## src/rtl/hfb_pkg.sv

```systemverilog
`timescale 1ns / 1ps
// ----------------------------------------------------------------------------
// hfb_pkg
// Types, constants and helper functions shared by the HJ212 frame builder.
// ----------------------------------------------------------------------------
package hfb_pkg;

  localparam int unsigned QUEUE_DEPTH = 4;

  localparam logic [15:0] CRC_INIT = 16'hFFFF;
  localparam logic [15:0] CRC_POLY = 16'hA001;
  localparam logic [13:0] MAX_LEN  = 14'd9999;

  localparam logic [7:0] CHAR_HASH = 8'h23;
  localparam logic [7:0] CHAR_ZERO = 8'h30;
  localparam logic [7:0] CHAR_CR   = 8'h0D;
  localparam logic [7:0] CHAR_LF   = 8'h0A;

  localparam logic [3:0] STEP_HASH0 = 4'd0;
  localparam logic [3:0] STEP_HASH1 = 4'd1;
  localparam logic [3:0] STEP_DIG0  = 4'd2;
  localparam logic [3:0] STEP_DIG3  = 4'd5;
  localparam logic [3:0] STEP_DATA  = 4'd6;
  localparam logic [3:0] STEP_HEX0  = 4'd7;
  localparam logic [3:0] STEP_HEX3  = 4'd10;
  localparam logic [3:0] STEP_CR    = 4'd11;
  localparam logic [3:0] STEP_LF    = 4'd12;

  typedef struct packed {
    logic [7:0]  data_byte;
    logic [13:0] seg_len;
    logic        last_byte;
  } in_item_t;

  typedef struct packed {
    logic [7:0] out_byte;
    logic       frame_end;
    logic       run_last;
  } out_item_t;

  typedef struct packed {
    logic [7:0]  data_byte;
    logic [13:0] len;
    logic        first;
    logic        last;
    logic [15:0] crc;
  } q_entry_t;

  function automatic logic [15:0] crc_step(input logic [15:0] crc, input logic [7:0] b);
    logic [15:0] r;
    r = {8'h00, crc[15:8] ^ b};
    for (int k = 0; k < 8; k++) begin
      r = r[0] ? ((r >> 1) ^ CRC_POLY) : (r >> 1);
    end
    return r;
  endfunction

  function automatic logic [13:0] dec_mult(input logic [1:0] pos, input logic [3:0] d);
    logic [13:0] scale;
    case (pos)
      2'd0:    scale = 14'd1000;
      2'd1:    scale = 14'd100;
      2'd2:    scale = 14'd10;
      default: scale = 14'd1;
    endcase
    return 14'(scale * {10'd0, d});
  endfunction

  function automatic logic [3:0] dec_digit(input logic [13:0] v, input logic [1:0] pos);
    logic [3:0] d;
    d = 4'd0;
    for (int j = 1; j < 10; j++) begin
      if (v >= dec_mult(pos, 4'(j))) begin
        d = 4'(j);
      end
    end
    return d;
  endfunction

  function automatic logic [7:0] hex_char(input logic [3:0] n);
    return (n < 4'd10) ? (CHAR_ZERO + {4'h0, n}) : (8'h37 + {4'h0, n});
  endfunction

endpackage

```

## src/rtl/hj212_frame_builder.sv

```systemverilog
`timescale 1ns / 1ps
// ----------------------------------------------------------------------------
// hj212_frame_builder
// Streaming HJ212 frame wrapper: "##" + length header, data, CRC-16 hex, CR LF.
//
//   Channel | Ports                          | Transaction when
//   input   | in_valid, in_stall, in_data    | in_valid && !in_stall
//   output  | out_valid, out_stall, out_data | out_valid && !out_stall
//
// A middle byte yields only its data byte; a first byte adds the "##" and length
// header, a last byte the CRC hex and CR LF; the back sequencer emits one byte per
// cycle while entries are queued and out_stall is low. Input bytes pass the queue, cur_r and out_r in turn.
// The queue (QUEUE_DEPTH entries) absorbs header and trailer bursts.
// Synchronous active-low reset empties queue and output and restarts framing.
// ----------------------------------------------------------------------------
module hj212_frame_builder #(
  parameter int unsigned QUEUE_DEPTH = hfb_pkg::QUEUE_DEPTH
) (
  input  logic               clk,
  input  logic               rst_n,
  input  logic               in_valid,
  output logic               in_stall,
  input  hfb_pkg::in_item_t  in_data,
  output logic               out_valid,
  input  logic               out_stall,
  output hfb_pkg::out_item_t out_data
);

  logic              q_push;
  logic              q_pop;
  logic              q_full;
  logic              q_empty;
  hfb_pkg::q_entry_t q_wdata;
  hfb_pkg::q_entry_t q_rdata;

  hfb_front u_front (
    .clk      (clk),
    .rst_n    (rst_n),
    .in_valid (in_valid),
    .in_stall (in_stall),
    .in_data  (in_data),
    .q_full   (q_full),
    .q_push   (q_push),
    .q_wdata  (q_wdata)
  );

  hfb_queue #(
    .DEPTH (QUEUE_DEPTH)
  ) u_queue (
    .clk   (clk),
    .rst_n (rst_n),
    .push  (q_push),
    .wdata (q_wdata),
    .pop   (q_pop),
    .rdata (q_rdata),
    .full  (q_full),
    .empty (q_empty)
  );

  hfb_back u_back (
    .clk       (clk),
    .rst_n     (rst_n),
    .q_rdata   (q_rdata),
    .q_empty   (q_empty),
    .q_pop     (q_pop),
    .out_valid (out_valid),
    .out_stall (out_stall),
    .out_data  (out_data)
  );

endmodule

```

## src/rtl/hfb_front.sv

```systemverilog
`timescale 1ns / 1ps
// ----------------------------------------------------------------------------
// hfb_front
// Accepts data bytes, tracks frame position and running CRC, builds entries.
// ----------------------------------------------------------------------------
module hfb_front (
  input  logic              clk,
  input  logic              rst_n,
  input  logic              in_valid,
  output logic              in_stall,
  input  hfb_pkg::in_item_t in_data,
  input  logic              q_full,
  output logic              q_push,
  output hfb_pkg::q_entry_t q_wdata
);

  logic [15:0] crc_r, crc_nxt;
  logic        in_frame_r, in_frame_nxt;
  logic [15:0] crc_base;
  logic [15:0] crc_new;

  assign in_stall = q_full;
  assign q_push   = in_valid && !q_full;

  always_comb begin
    crc_base = in_frame_r ? crc_r : hfb_pkg::CRC_INIT;
    crc_new  = hfb_pkg::crc_step(crc_base, in_data.data_byte);
  end

  always_comb begin
    q_wdata.data_byte = in_data.data_byte;
    q_wdata.len       = (in_data.seg_len > hfb_pkg::MAX_LEN) ? hfb_pkg::MAX_LEN
                                                             : in_data.seg_len;
    q_wdata.first     = !in_frame_r;
    q_wdata.last      = in_data.last_byte;
    q_wdata.crc       = crc_new;
  end

  always_comb begin
    crc_nxt      = crc_r;
    in_frame_nxt = in_frame_r;
    if (q_push) begin
      crc_nxt      = in_data.last_byte ? hfb_pkg::CRC_INIT : crc_new;
      in_frame_nxt = !in_data.last_byte;
    end
  end

  always_ff @(posedge clk) begin
    if (!rst_n) begin
      crc_r      <= hfb_pkg::CRC_INIT;
      in_frame_r <= 1'b0;
    end else begin
      crc_r      <= crc_nxt;
      in_frame_r <= in_frame_nxt;
    end
  end

  a_last_closes: assert property (@(posedge clk) disable iff (!rst_n)
    q_push && in_data.last_byte |=> !in_frame_r && crc_r == hfb_pkg::CRC_INIT)
    else $error("frame not closed after last byte");

  a_first_marks: assert property (@(posedge clk) disable iff (!rst_n)
    q_push && !in_data.last_byte |=> in_frame_r)
    else $error("frame not opened after non-last byte");

endmodule

```

## src/rtl/hfb_queue.sv

```systemverilog
`timescale 1ns / 1ps
// ----------------------------------------------------------------------------
// hfb_queue
// Small register queue between front and back.
// ----------------------------------------------------------------------------
module hfb_queue #(
  parameter int unsigned DEPTH = hfb_pkg::QUEUE_DEPTH
) (
  input  logic              clk,
  input  logic              rst_n,
  input  logic              push,
  input  hfb_pkg::q_entry_t wdata,
  input  logic              pop,
  output hfb_pkg::q_entry_t rdata,
  output logic              full,
  output logic              empty
);

  localparam int unsigned PW = (DEPTH > 1) ? $clog2(DEPTH) : 1;
  localparam int unsigned CW = $clog2(DEPTH + 1);

  hfb_pkg::q_entry_t mem_r [DEPTH];
  logic [PW-1:0] wr_ptr_r, wr_ptr_nxt;
  logic [PW-1:0] rd_ptr_r, rd_ptr_nxt;
  logic [CW-1:0] count_r, count_nxt;

  assign full  = (count_r == CW'(DEPTH));
  assign empty = (count_r == '0);
  assign rdata = mem_r[rd_ptr_r];

  always_comb begin
    wr_ptr_nxt = wr_ptr_r;
    rd_ptr_nxt = rd_ptr_r;
    count_nxt  = count_r;
    if (push) begin
      wr_ptr_nxt = (wr_ptr_r == PW'(DEPTH - 1)) ? '0 : wr_ptr_r + 1'b1;
    end
    if (pop) begin
      rd_ptr_nxt = (rd_ptr_r == PW'(DEPTH - 1)) ? '0 : rd_ptr_r + 1'b1;
    end
    if (push && !pop) begin
      count_nxt = count_r + 1'b1;
    end else if (pop && !push) begin
      count_nxt = count_r - 1'b1;
    end
  end

  always_ff @(posedge clk) begin
    if (!rst_n) begin
      wr_ptr_r <= '0;
      rd_ptr_r <= '0;
      count_r  <= '0;
    end else begin
      wr_ptr_r <= wr_ptr_nxt;
      rd_ptr_r <= rd_ptr_nxt;
      count_r  <= count_nxt;
    end
  end

  always_ff @(posedge clk) begin
    if (push) begin
      mem_r[wr_ptr_r] <= wdata;
    end
  end

  a_count_bound: assert property (@(posedge clk) disable iff (!rst_n)
    count_r <= CW'(DEPTH))
    else $error("queue count above depth");

  a_no_underflow: assert property (@(posedge clk) disable iff (!rst_n)
    pop |-> !empty)
    else $error("pop from empty queue");

endmodule

```

## src/rtl/hfb_back.sv

```systemverilog
`timescale 1ns / 1ps
// ----------------------------------------------------------------------------
// hfb_back
// Sequences header, data and trailer bytes of each entry into the output register.
// ----------------------------------------------------------------------------
module hfb_back (
  input  logic               clk,
  input  logic               rst_n,
  input  hfb_pkg::q_entry_t  q_rdata,
  input  logic               q_empty,
  output logic               q_pop,
  output logic               out_valid,
  input  logic               out_stall,
  output hfb_pkg::out_item_t out_data
);

  logic               cur_valid_r, cur_valid_nxt;
  hfb_pkg::q_entry_t  cur_r, cur_nxt;
  logic [3:0]         step_r, step_nxt;
  logic [13:0]        rem_r, rem_nxt;
  logic               out_valid_r, out_valid_nxt;
  hfb_pkg::out_item_t out_r, out_nxt;

  logic       advance;
  logic       emit;
  logic       done;
  logic       load;
  logic [3:0] end_step;
  logic [1:0] dig_pos;
  logic [1:0] hex_pos;
  logic [3:0] digit;
  logic [3:0] nibble;
  logic [7:0] byte_val;
  logic       is_digit;

  assign advance  = !out_valid_r || !out_stall;
  assign emit     = cur_valid_r && advance;
  assign end_step = cur_r.last ? hfb_pkg::STEP_LF : hfb_pkg::STEP_DATA;
  assign done     = emit && (step_r == end_step);
  assign load     = (!cur_valid_r || done) && !q_empty;
  assign q_pop    = load;

  assign dig_pos  = 2'(step_r - hfb_pkg::STEP_DIG0);
  assign hex_pos  = 2'(step_r - hfb_pkg::STEP_HEX0);
  assign digit    = hfb_pkg::dec_digit(rem_r, dig_pos);

  always_comb begin
    case (hex_pos)
      2'd0:    nibble = cur_r.crc[15:12];
      2'd1:    nibble = cur_r.crc[11:8];
      2'd2:    nibble = cur_r.crc[7:4];
      default: nibble = cur_r.crc[3:0];
    endcase
  end

  always_comb begin
    is_digit = 1'b0;
    case (step_r) inside
      [hfb_pkg::STEP_HASH0:hfb_pkg::STEP_HASH1]: byte_val = hfb_pkg::CHAR_HASH;
      [hfb_pkg::STEP_DIG0:hfb_pkg::STEP_DIG3]: begin
        byte_val = hfb_pkg::CHAR_ZERO | {4'h0, digit};
        is_digit = 1'b1;
      end
      hfb_pkg::STEP_DATA:                      byte_val = cur_r.data_byte;
      [hfb_pkg::STEP_HEX0:hfb_pkg::STEP_HEX3]: byte_val = hfb_pkg::hex_char(nibble);
      hfb_pkg::STEP_CR:                        byte_val = hfb_pkg::CHAR_CR;
      hfb_pkg::STEP_LF:                        byte_val = hfb_pkg::CHAR_LF;
      default:                                 byte_val = hfb_pkg::CHAR_LF;
    endcase
  end

  always_comb begin
    cur_valid_nxt = cur_valid_r;
    cur_nxt       = cur_r;
    step_nxt      = step_r;
    rem_nxt       = rem_r;
    if (load) begin
      cur_valid_nxt = 1'b1;
      cur_nxt       = q_rdata;
      step_nxt      = q_rdata.first ? hfb_pkg::STEP_HASH0 : hfb_pkg::STEP_DATA;
      rem_nxt       = q_rdata.len;
    end else if (done) begin
      cur_valid_nxt = 1'b0;
    end else if (emit) begin
      step_nxt = step_r + 1'b1;
      if (is_digit) begin
        rem_nxt = rem_r - hfb_pkg::dec_mult(dig_pos, digit);
      end
    end
  end

  always_comb begin
    out_valid_nxt = out_valid_r;
    out_nxt       = out_r;
    if (emit) begin
      out_valid_nxt     = 1'b1;
      out_nxt.out_byte  = byte_val;
      out_nxt.frame_end = (step_r == hfb_pkg::STEP_LF);
      out_nxt.run_last  = (step_r == end_step);
    end else if (advance) begin
      out_valid_nxt = 1'b0;
    end
  end

  always_ff @(posedge clk) begin
    if (!rst_n) begin
      cur_valid_r <= 1'b0;
      step_r      <= hfb_pkg::STEP_HASH0;
      out_valid_r <= 1'b0;
    end else begin
      cur_valid_r <= cur_valid_nxt;
      step_r      <= step_nxt;
      out_valid_r <= out_valid_nxt;
    end
  end

  always_ff @(posedge clk) begin
    cur_r <= cur_nxt;
    rem_r <= rem_nxt;
    out_r <= out_nxt;
  end

  assign out_valid = out_valid_r;
  assign out_data  = out_r;

  a_end_is_last: assert property (@(posedge clk) disable iff (!rst_n)
    out_valid_r && out_r.frame_end |-> out_r.run_last)
    else $error("frame end without run last");

  a_step_range: assert property (@(posedge clk) disable iff (!rst_n)
    cur_valid_r |-> step_r <= end_step)
    else $error("sequencer step past end");

endmodule
```

## config.mk

```make
export PLATFORM = sky130hd
export DESIGN_NAME = hj212_frame_builder
export DESIGN_NICKNAME = d
export VERILOG_FILES = /design/src/rtl/hfb_pkg.sv /design/src/rtl/hj212_frame_builder.sv /design/src/rtl/hfb_front.sv /design/src/rtl/hfb_queue.sv /design/src/rtl/hfb_back.sv
export SDC_FILE = /design/constraint.sdc
export NUM_CORES = 1
export LEC_CHECK = 0
export BUFFER_PORTS_ARGS = -buffer_cell sky130_fd_sc_hd__buf_2
export CORE_MARGIN = 2
export CORE_UTILIZATION = 23
export DETAILED_ROUTE_END_ITERATION = 10
export PLACE_DENSITY = 0.34
export SETUP_SLACK_MARGIN = 0.3
export SYNTH_ARGS = -nofsm -noshare
export SYNTH_HDL_FRONTEND = slang
export SYNTH_SLANG_ARGS = --single-unit
```

## constraint.sdc

```tcl
create_clock -name clk -period 9.35 [get_ports clk]
set_input_delay 1.87 -clock clk [delete_from_list [all_inputs] [get_ports clk]]
set_output_delay 1.87 -clock clk [all_outputs]
set_load 0.02 [all_outputs]
```

Word level (Yosys, flattened, before mapping). Memories as Yosys holds them, arrays and structs flattened. A register that Yosys moved wholly into a read port is not among the register bits. Index checks and enable logic that the tools add are counted.

Flip-flop bits (word level): 79. Memory bits (writable): 160. Input port bits: 27. Output and inout bits: 12. Logic and storage cells: 156. Memories kept: 1.

$add $sub $neg: 10. Multiply operators: 6. Order comparisons: 17. Equal/unequal tests: 12. Mux-type cells: 54. Bitwise operators: 9. Reduce and logical (&&, ||, !) cells: 31.

Memory list: u_queue.mem_r (words 4, bits a word 40, rd ports 1, clocked after Yosys merged registers in 1, wr ports 1, RTL line hfb_queue.sv:22) `hfb_pkg::q_entry_t mem_r [DEPTH];`.

Operators by type and width (count): two-way mux 16 bit (10); two-way mux 14 bit (9); >= comparator 14 bit (5); two-way mux 4 bit (12); case mux 10 bit (3 select lines) (1); multiplier 10 x 3 -> 13 bit, second input constant (2); multiplier 10 x 2 -> 12 bit, second input constant (2); two-way mux 8 bit (3); inverter 2 -> 3 bit (7); adder 6 x 4 -> 7 bit, first input constant (2); >= comparator 14 x 10 -> 1 bit (1); >= comparator 14 x 11 -> 1 bit (1); >= comparator 14 x 12 -> 1 bit (1); >= comparator 14 x 13 -> 1 bit (1); > comparator 14 bit, second input constant (1); multiplier 10 x 4 -> 14 bit, second input constant (1); multiplier 14 x 4 -> 14 bit (1); subtractor 14 bit (1); two-way mux 3 bit (4); case mux 4 bit (3 select lines) (1); nonzero test 2 bit (5); logical AND 1 bit (9); zero test 1 bit (9); two-way mux 1 bit (9); other kinds (29) (41).

Longest topological paths before layout.
Word-level depth: 19. Gate-level depth with buffers: 30. Depth with buffers taken out: 28.

Modules after synthesis. From an unflattened synthesis, not the netlist that was laid out.

Cells, all modules: 996. Area total of the unflattened synthesis: 13007.5 µm².

By module, submodules not included: hfb_queue (times used 1, cells an instance 253, area an instance 6274.8 µm², seq. area each 4984.8 µm²); hfb_back (times used 1, cells an instance 625, area an instance 5800.6 µm², seq. area each 1591.5 µm²); hfb_front (times used 1, cells an instance 118, area an instance 932.1 µm², seq. area each 180.2 µm²).

Worst setup path before layout. No wires, ideal clock.

Path kind: register to register. Start point: register u_back.step_r[1]. End point: register u_back.rem_r[13] (data pin). Setup time: 257 ps. Arrival time: 6474 ps. Data required time: 9093 ps. Setup slack: 2618 ps. Stages on the path, launching flop included: 29. Buffers on the path: 0. Clock period less this slack: 6732 ps. Cell sequence: dfxtp_1 > inv_1 > ha_1 > nor2_1 > a21oi_1 > o21ai_0 > ha_1 > a21o_1 > a2111oi_0 > a31o_2 > and2b_1 > a31oi_4 > nor2b_1 > ha_1 > inv_1 > fa_1 > inv_1 > fa_1 > inv_1 > ha_1 > nand3_1 > a21oi_1 > o41a_1 > o21a_1 > o21a_1 > o21a_1 > o41ai_4 > xnor2_1 > o21ai_2.

Longest elaborated chain between the ends: 19. Elaborated cells on any way between the ends: 42. Classes of those cells: add/sub: 2; mul: 6; order compare: 9; eq/ne: 3; mux: 18; reduce/logical: 4.

Ends and longest elaborated chain: from (decl) (RTL line hfb_back.sv:19) `logic [3:0] step_r, step_nxt;`; from (signal assigned) (RTL line hfb_back.sv:108) `step_r <= hfb_pkg::STEP_HASH0;`; from (signal assigned) (RTL line hfb_back.sv:112) `step_r <= step_nxt;`; branches (longest 18 deep; another with >= comparator 14 bit); two-way mux 14 bit (*) (RTL line hfb_back.sv:77) `if (load) begin`; net u_back.rem_nxt[13] (RTL line hfb_back.sv:20) `logic [13:0] rem_r, rem_nxt;`; to (signal assigned) (RTL line hfb_back.sv:119) `rem_r <= rem_nxt;`; to (decl) (RTL line hfb_back.sv:20).

Mark *: on every way through the listed nets, which the timed path passes. The select of a mux whose other input is x is not followed. A chain may end at the register's enable or synchronous reset.

Final worst setup path. Ends and elaborated chain as after synthesis.

==> impl_metrics.yaml <==
routing:
  drtIter0Drc: 420
  ant_nets: 0
  post-route-drc-count: 0
  drt-total-wl_mm: 30.9
  vias: 7150
  wire_per_inst_microns: 18.6
  via_per_inst: 4.30
  drt_pass1_iterations: 4
worst_hold_path:
  hold_depth: 2
  min_from: "u_front.crc_r[8]$_SDFFE_PN1P_"
  hold_class: "flip-flop to flip-flop"
flow_run:
  maxCapViolations: 0
synthesis:
  postSynthCellCount: 924
  synth_compound_area_share_pct: 10.2
  avgSynthCellArea_sq_um: 12.5
  syn-cell-area_sq_um: 11600
  async_flop_share_pct: 0
  synth_edf_count: 179
  ys_ff_latch: 203
  ys_types: 77
  synth_fa_ha_area_share_pct: 14.8
  syn-num-nets: 1073
  synth_flop_cell: "edfxtp_1"
  synth_top_family_by_area: "adder cells"
  synth_simple_gate_area_share_pct: 9.98
  synthMuxAreaShare_pct: 7.05
  synth_xor_area_share_pct: 3.71
  synth_warnings: 0
  synth_seq_area_share_pct: 50.6
setup_path:
  cp.arrival_ns: 8.17
  startpoint_type: "flip-flop"
  end_kind: "flip-flop"
  path_class: "flip-flop to flip-flop"
  critPathBufInv: 4
  path_max_fanout: 14
  critPathSlowestCell: "nor2_1"
  r2r-start: "u_back.step_r[1]$_SDFFE_PN0P_"
  critPathLaunch: "u_back.step_r[1]$_SDFFE_PN0P_"
  critPathTopFamily: "compound AO/OA/AOI/OAI gates"
  timing.critical_path.depth: 28
  cp_data_required_time_ns: 9.63
  slowest_delay_ns: 0.68
  ff2ff_path_depth: 28
floorplan:
  die_height_microns: 228
  rows: 82
  dieArea_sq_um: 52100
  die_w_microns: 228
  pin_count: 39
  core_sq_um: 49900
  initial_core_util_pct: 23.2
global_route:
  antenna_found_initial: 2
  grt_remaining_overflow: 0
  grt_pass1_wl_mm: 47.8
  grt_pass1_vias: 7809
  track_usage_pct: 11.9
  grt_start_max_net_pins: 37
finish:
  area_delta_synth_final_pct: 15.6
  seq_area_sq_um: 5860
  n_fill_cell: 5301
  post-route-util_pct: 26.8
  drive_above_1_share_pct: 14.2
  multi_input_area_sq_um: 5310
  nNetsFinal: 1119
  stdcell_count: 1661
placement:
  io_buffers: 38
  gp_congestion: 0.833
  dp_cells: 1616
  place_hpwl_mm: 22.2
  place_ws_ns: 1.42
clock_tree:
  clockRootBuffer: "clkbuf_16"
  clk_pin_slew_ns: 0.06
  post_cts.repair.setup_buffers: 0
  cts_buffers: 24
  cts_sinks: 203
  cts_hold_buf: 0
  clk_latency_ns: 0.54
  clock_path_buffers: 3
  post_cts_resized: 0
  cts_tree: "yes"
  htree_num_levels: 1
sta:
  setup_violations: 0
  maxSlewHeadroom_pct: 28.8
  fmax_ghz: 0.127
  finClkSkew_ns: 0.0239
  setup_tns_ns: 0
  worst_pin_slew_ns: 1.07
  drv_slew: 0
  grt_setup_unrepaired: "no"
  final.period_utilization_pct: 84.4
  hold_viol: 0
  setup_slack_ns: 1.46
  period_needed_ns: 7.89
status:
  status: "finished clean"
worst register-to-register path, delay by kind of cell (launching register included):
kind / cells / cell delay [ns]
DFF: 1 / 0.57
AOI/OAI and AO/OA: 13 / 2.77
buffers and inverters: 4 / 0.54
adders and majority gates: 6 / 2.38
xor gates and xnor gates: 1 / 0.17
and+or+nand+nor: 4 / 1.21
area by class of cell:
type	instances	area share, %
clock inverter	9	0.880
multi-input combinational	613	39.7
antenna	1	0.0187
sequential	203	43.8
clock buffer	35	5.03
tap	672	6.29
timing repair buffer	49	2.04
inverter	79	2.22
state kept, by name, summed over array words and instances, names as in the netlist, named ones only:
| register | count |
|---|---|
| u_queue.mem_r | 136 |
| u_back.cur_r | 19 |
| u_back.rem_r | 14 |
| u_back.out_data | 10 |
| u_front.crc_r | 8 |
| u_back.step_r | 4 |
| u_queue.count_r | 3 |
| u_queue.rd_ptr_r | 2 |
| u_queue.wr_ptr_r | 2 |
| u_back.cur_valid_r | 1 |
| u_back.out_valid | 1 |
| u_front.in_frame_r | 1 |
cell usage after synthesis, drive strengths merged, types with 4 or more instances:
cell	n	area [sq um]
buf	10	43.8
xor2	8	70.1
and3	5	31.3
mux4	34	766
a21o	13	97.6
nor2b	12	75.1
o211ai	5	37.5
edfxtp	179	5380
nand4	8	50.1
a2111oi	4	53.8
o31ai	5	37.5
o21bai	4	30.0
clkbuf	19	71.3
xnor2	41	359
o21a	9	67.6
nand2	62	233
ha	97	1210
o22ai	10	62.6
a21boi	6	45.0
nand2b	14	87.6
nor3	21	105
or3	4	25.0
a31oi	4	40.0
and2	21	131
a21oi	43	230
inv	78	293
nand3	12	60.1
mux2i	5	50.1
fa	25	500
nor2	61	229
dfxtp	24	480
o21ai	31	163
cell families (layout without fill, tap and decap cells):
| kind of cell | count (synthesis) | count (layout) |
|---|---|---|
| adder cells (fa/ha/maj) | 122 | 122 |
| AND/OR/NAND/NOR | 237 | 237 |
| XOR/XNOR | 49 | 49 |
| flip-flops | 203 | 203 |
| AO/OA/AOI/OAI | 166 | 166 |
| multiplexers | 39 | 39 |
| buffers and inverters | 108 | 172 |
| other | 0 | 1 |
stage by stage:
stage	hold WS, ns	instance area (sq um)
global placement	0.481	12600
finish	0.501	13400
global route	0.542	13400
CTS	0.501	13400
floorplan	0.463	11600
detailed placement	0.487	12600
placed cells by master (no fill, tap or decap), types with 4 or more instances in the layout:
cell type	count
inv_1	77
o22ai_1	10
nand2_1	62
clkinv_2	4
nor2b_1	12
nand3_1	12
buf_4	11
o21ai_1	10
mux4_2	34
nor3_1	21
o21ai_0	18
clkbuf_16	24
a21oi_1	41
a21boi_0	4
xor2_1	8
and2_1	16
mux2i_1	5
o21bai_1	4
ha_1	97
o21a_1	9
dfxtp_1	22
nand2b_1	14
nor2_1	61
nand4_1	8
clkbuf_1	8
o31ai_1	5
fa_1	25
xnor2_1	41
buf_2	38
or3_1	4
o211ai_1	5
edfxtp_1	179
a21o_1	13
and2_2	4
and3_1	5
layer usage:
| layer | share of wire (%) | vias to the layer above | track usage, % | wire length [microns] |
|---|---|---|---|---|
| met4 | 1.8 | 0 | 2.80 | 554 |
| met2 | 46 | 98 | 19.4 | 14200 |
| met3 | 3.3 | 39 | 1.43 | 1030 |
| met5 | 0 | - | 0 | 0 |
| li1 | - | 3499 | - | - |
| met1 | 49 | 3514 | 16.9 | 15100 |
worst paths after layout:
path / to / slack [ns]
worst max-delay path: u_back.rem_r[13]$_DFFE_PP_ / 1.46
worst min-delay path: u_front.crc_r[8]$_SDFFE_PN1P_ / 0.50
worst max register to register: u_back.rem_r[13]$_DFFE_PP_ / 1.46
worst min register to register: u_front.crc_r[8]$_SDFFE_PN1P_ / 0.50
Power is not shown: default switching activity piles up to over one toggle a cycle in this logic, so the estimate is an artifact.
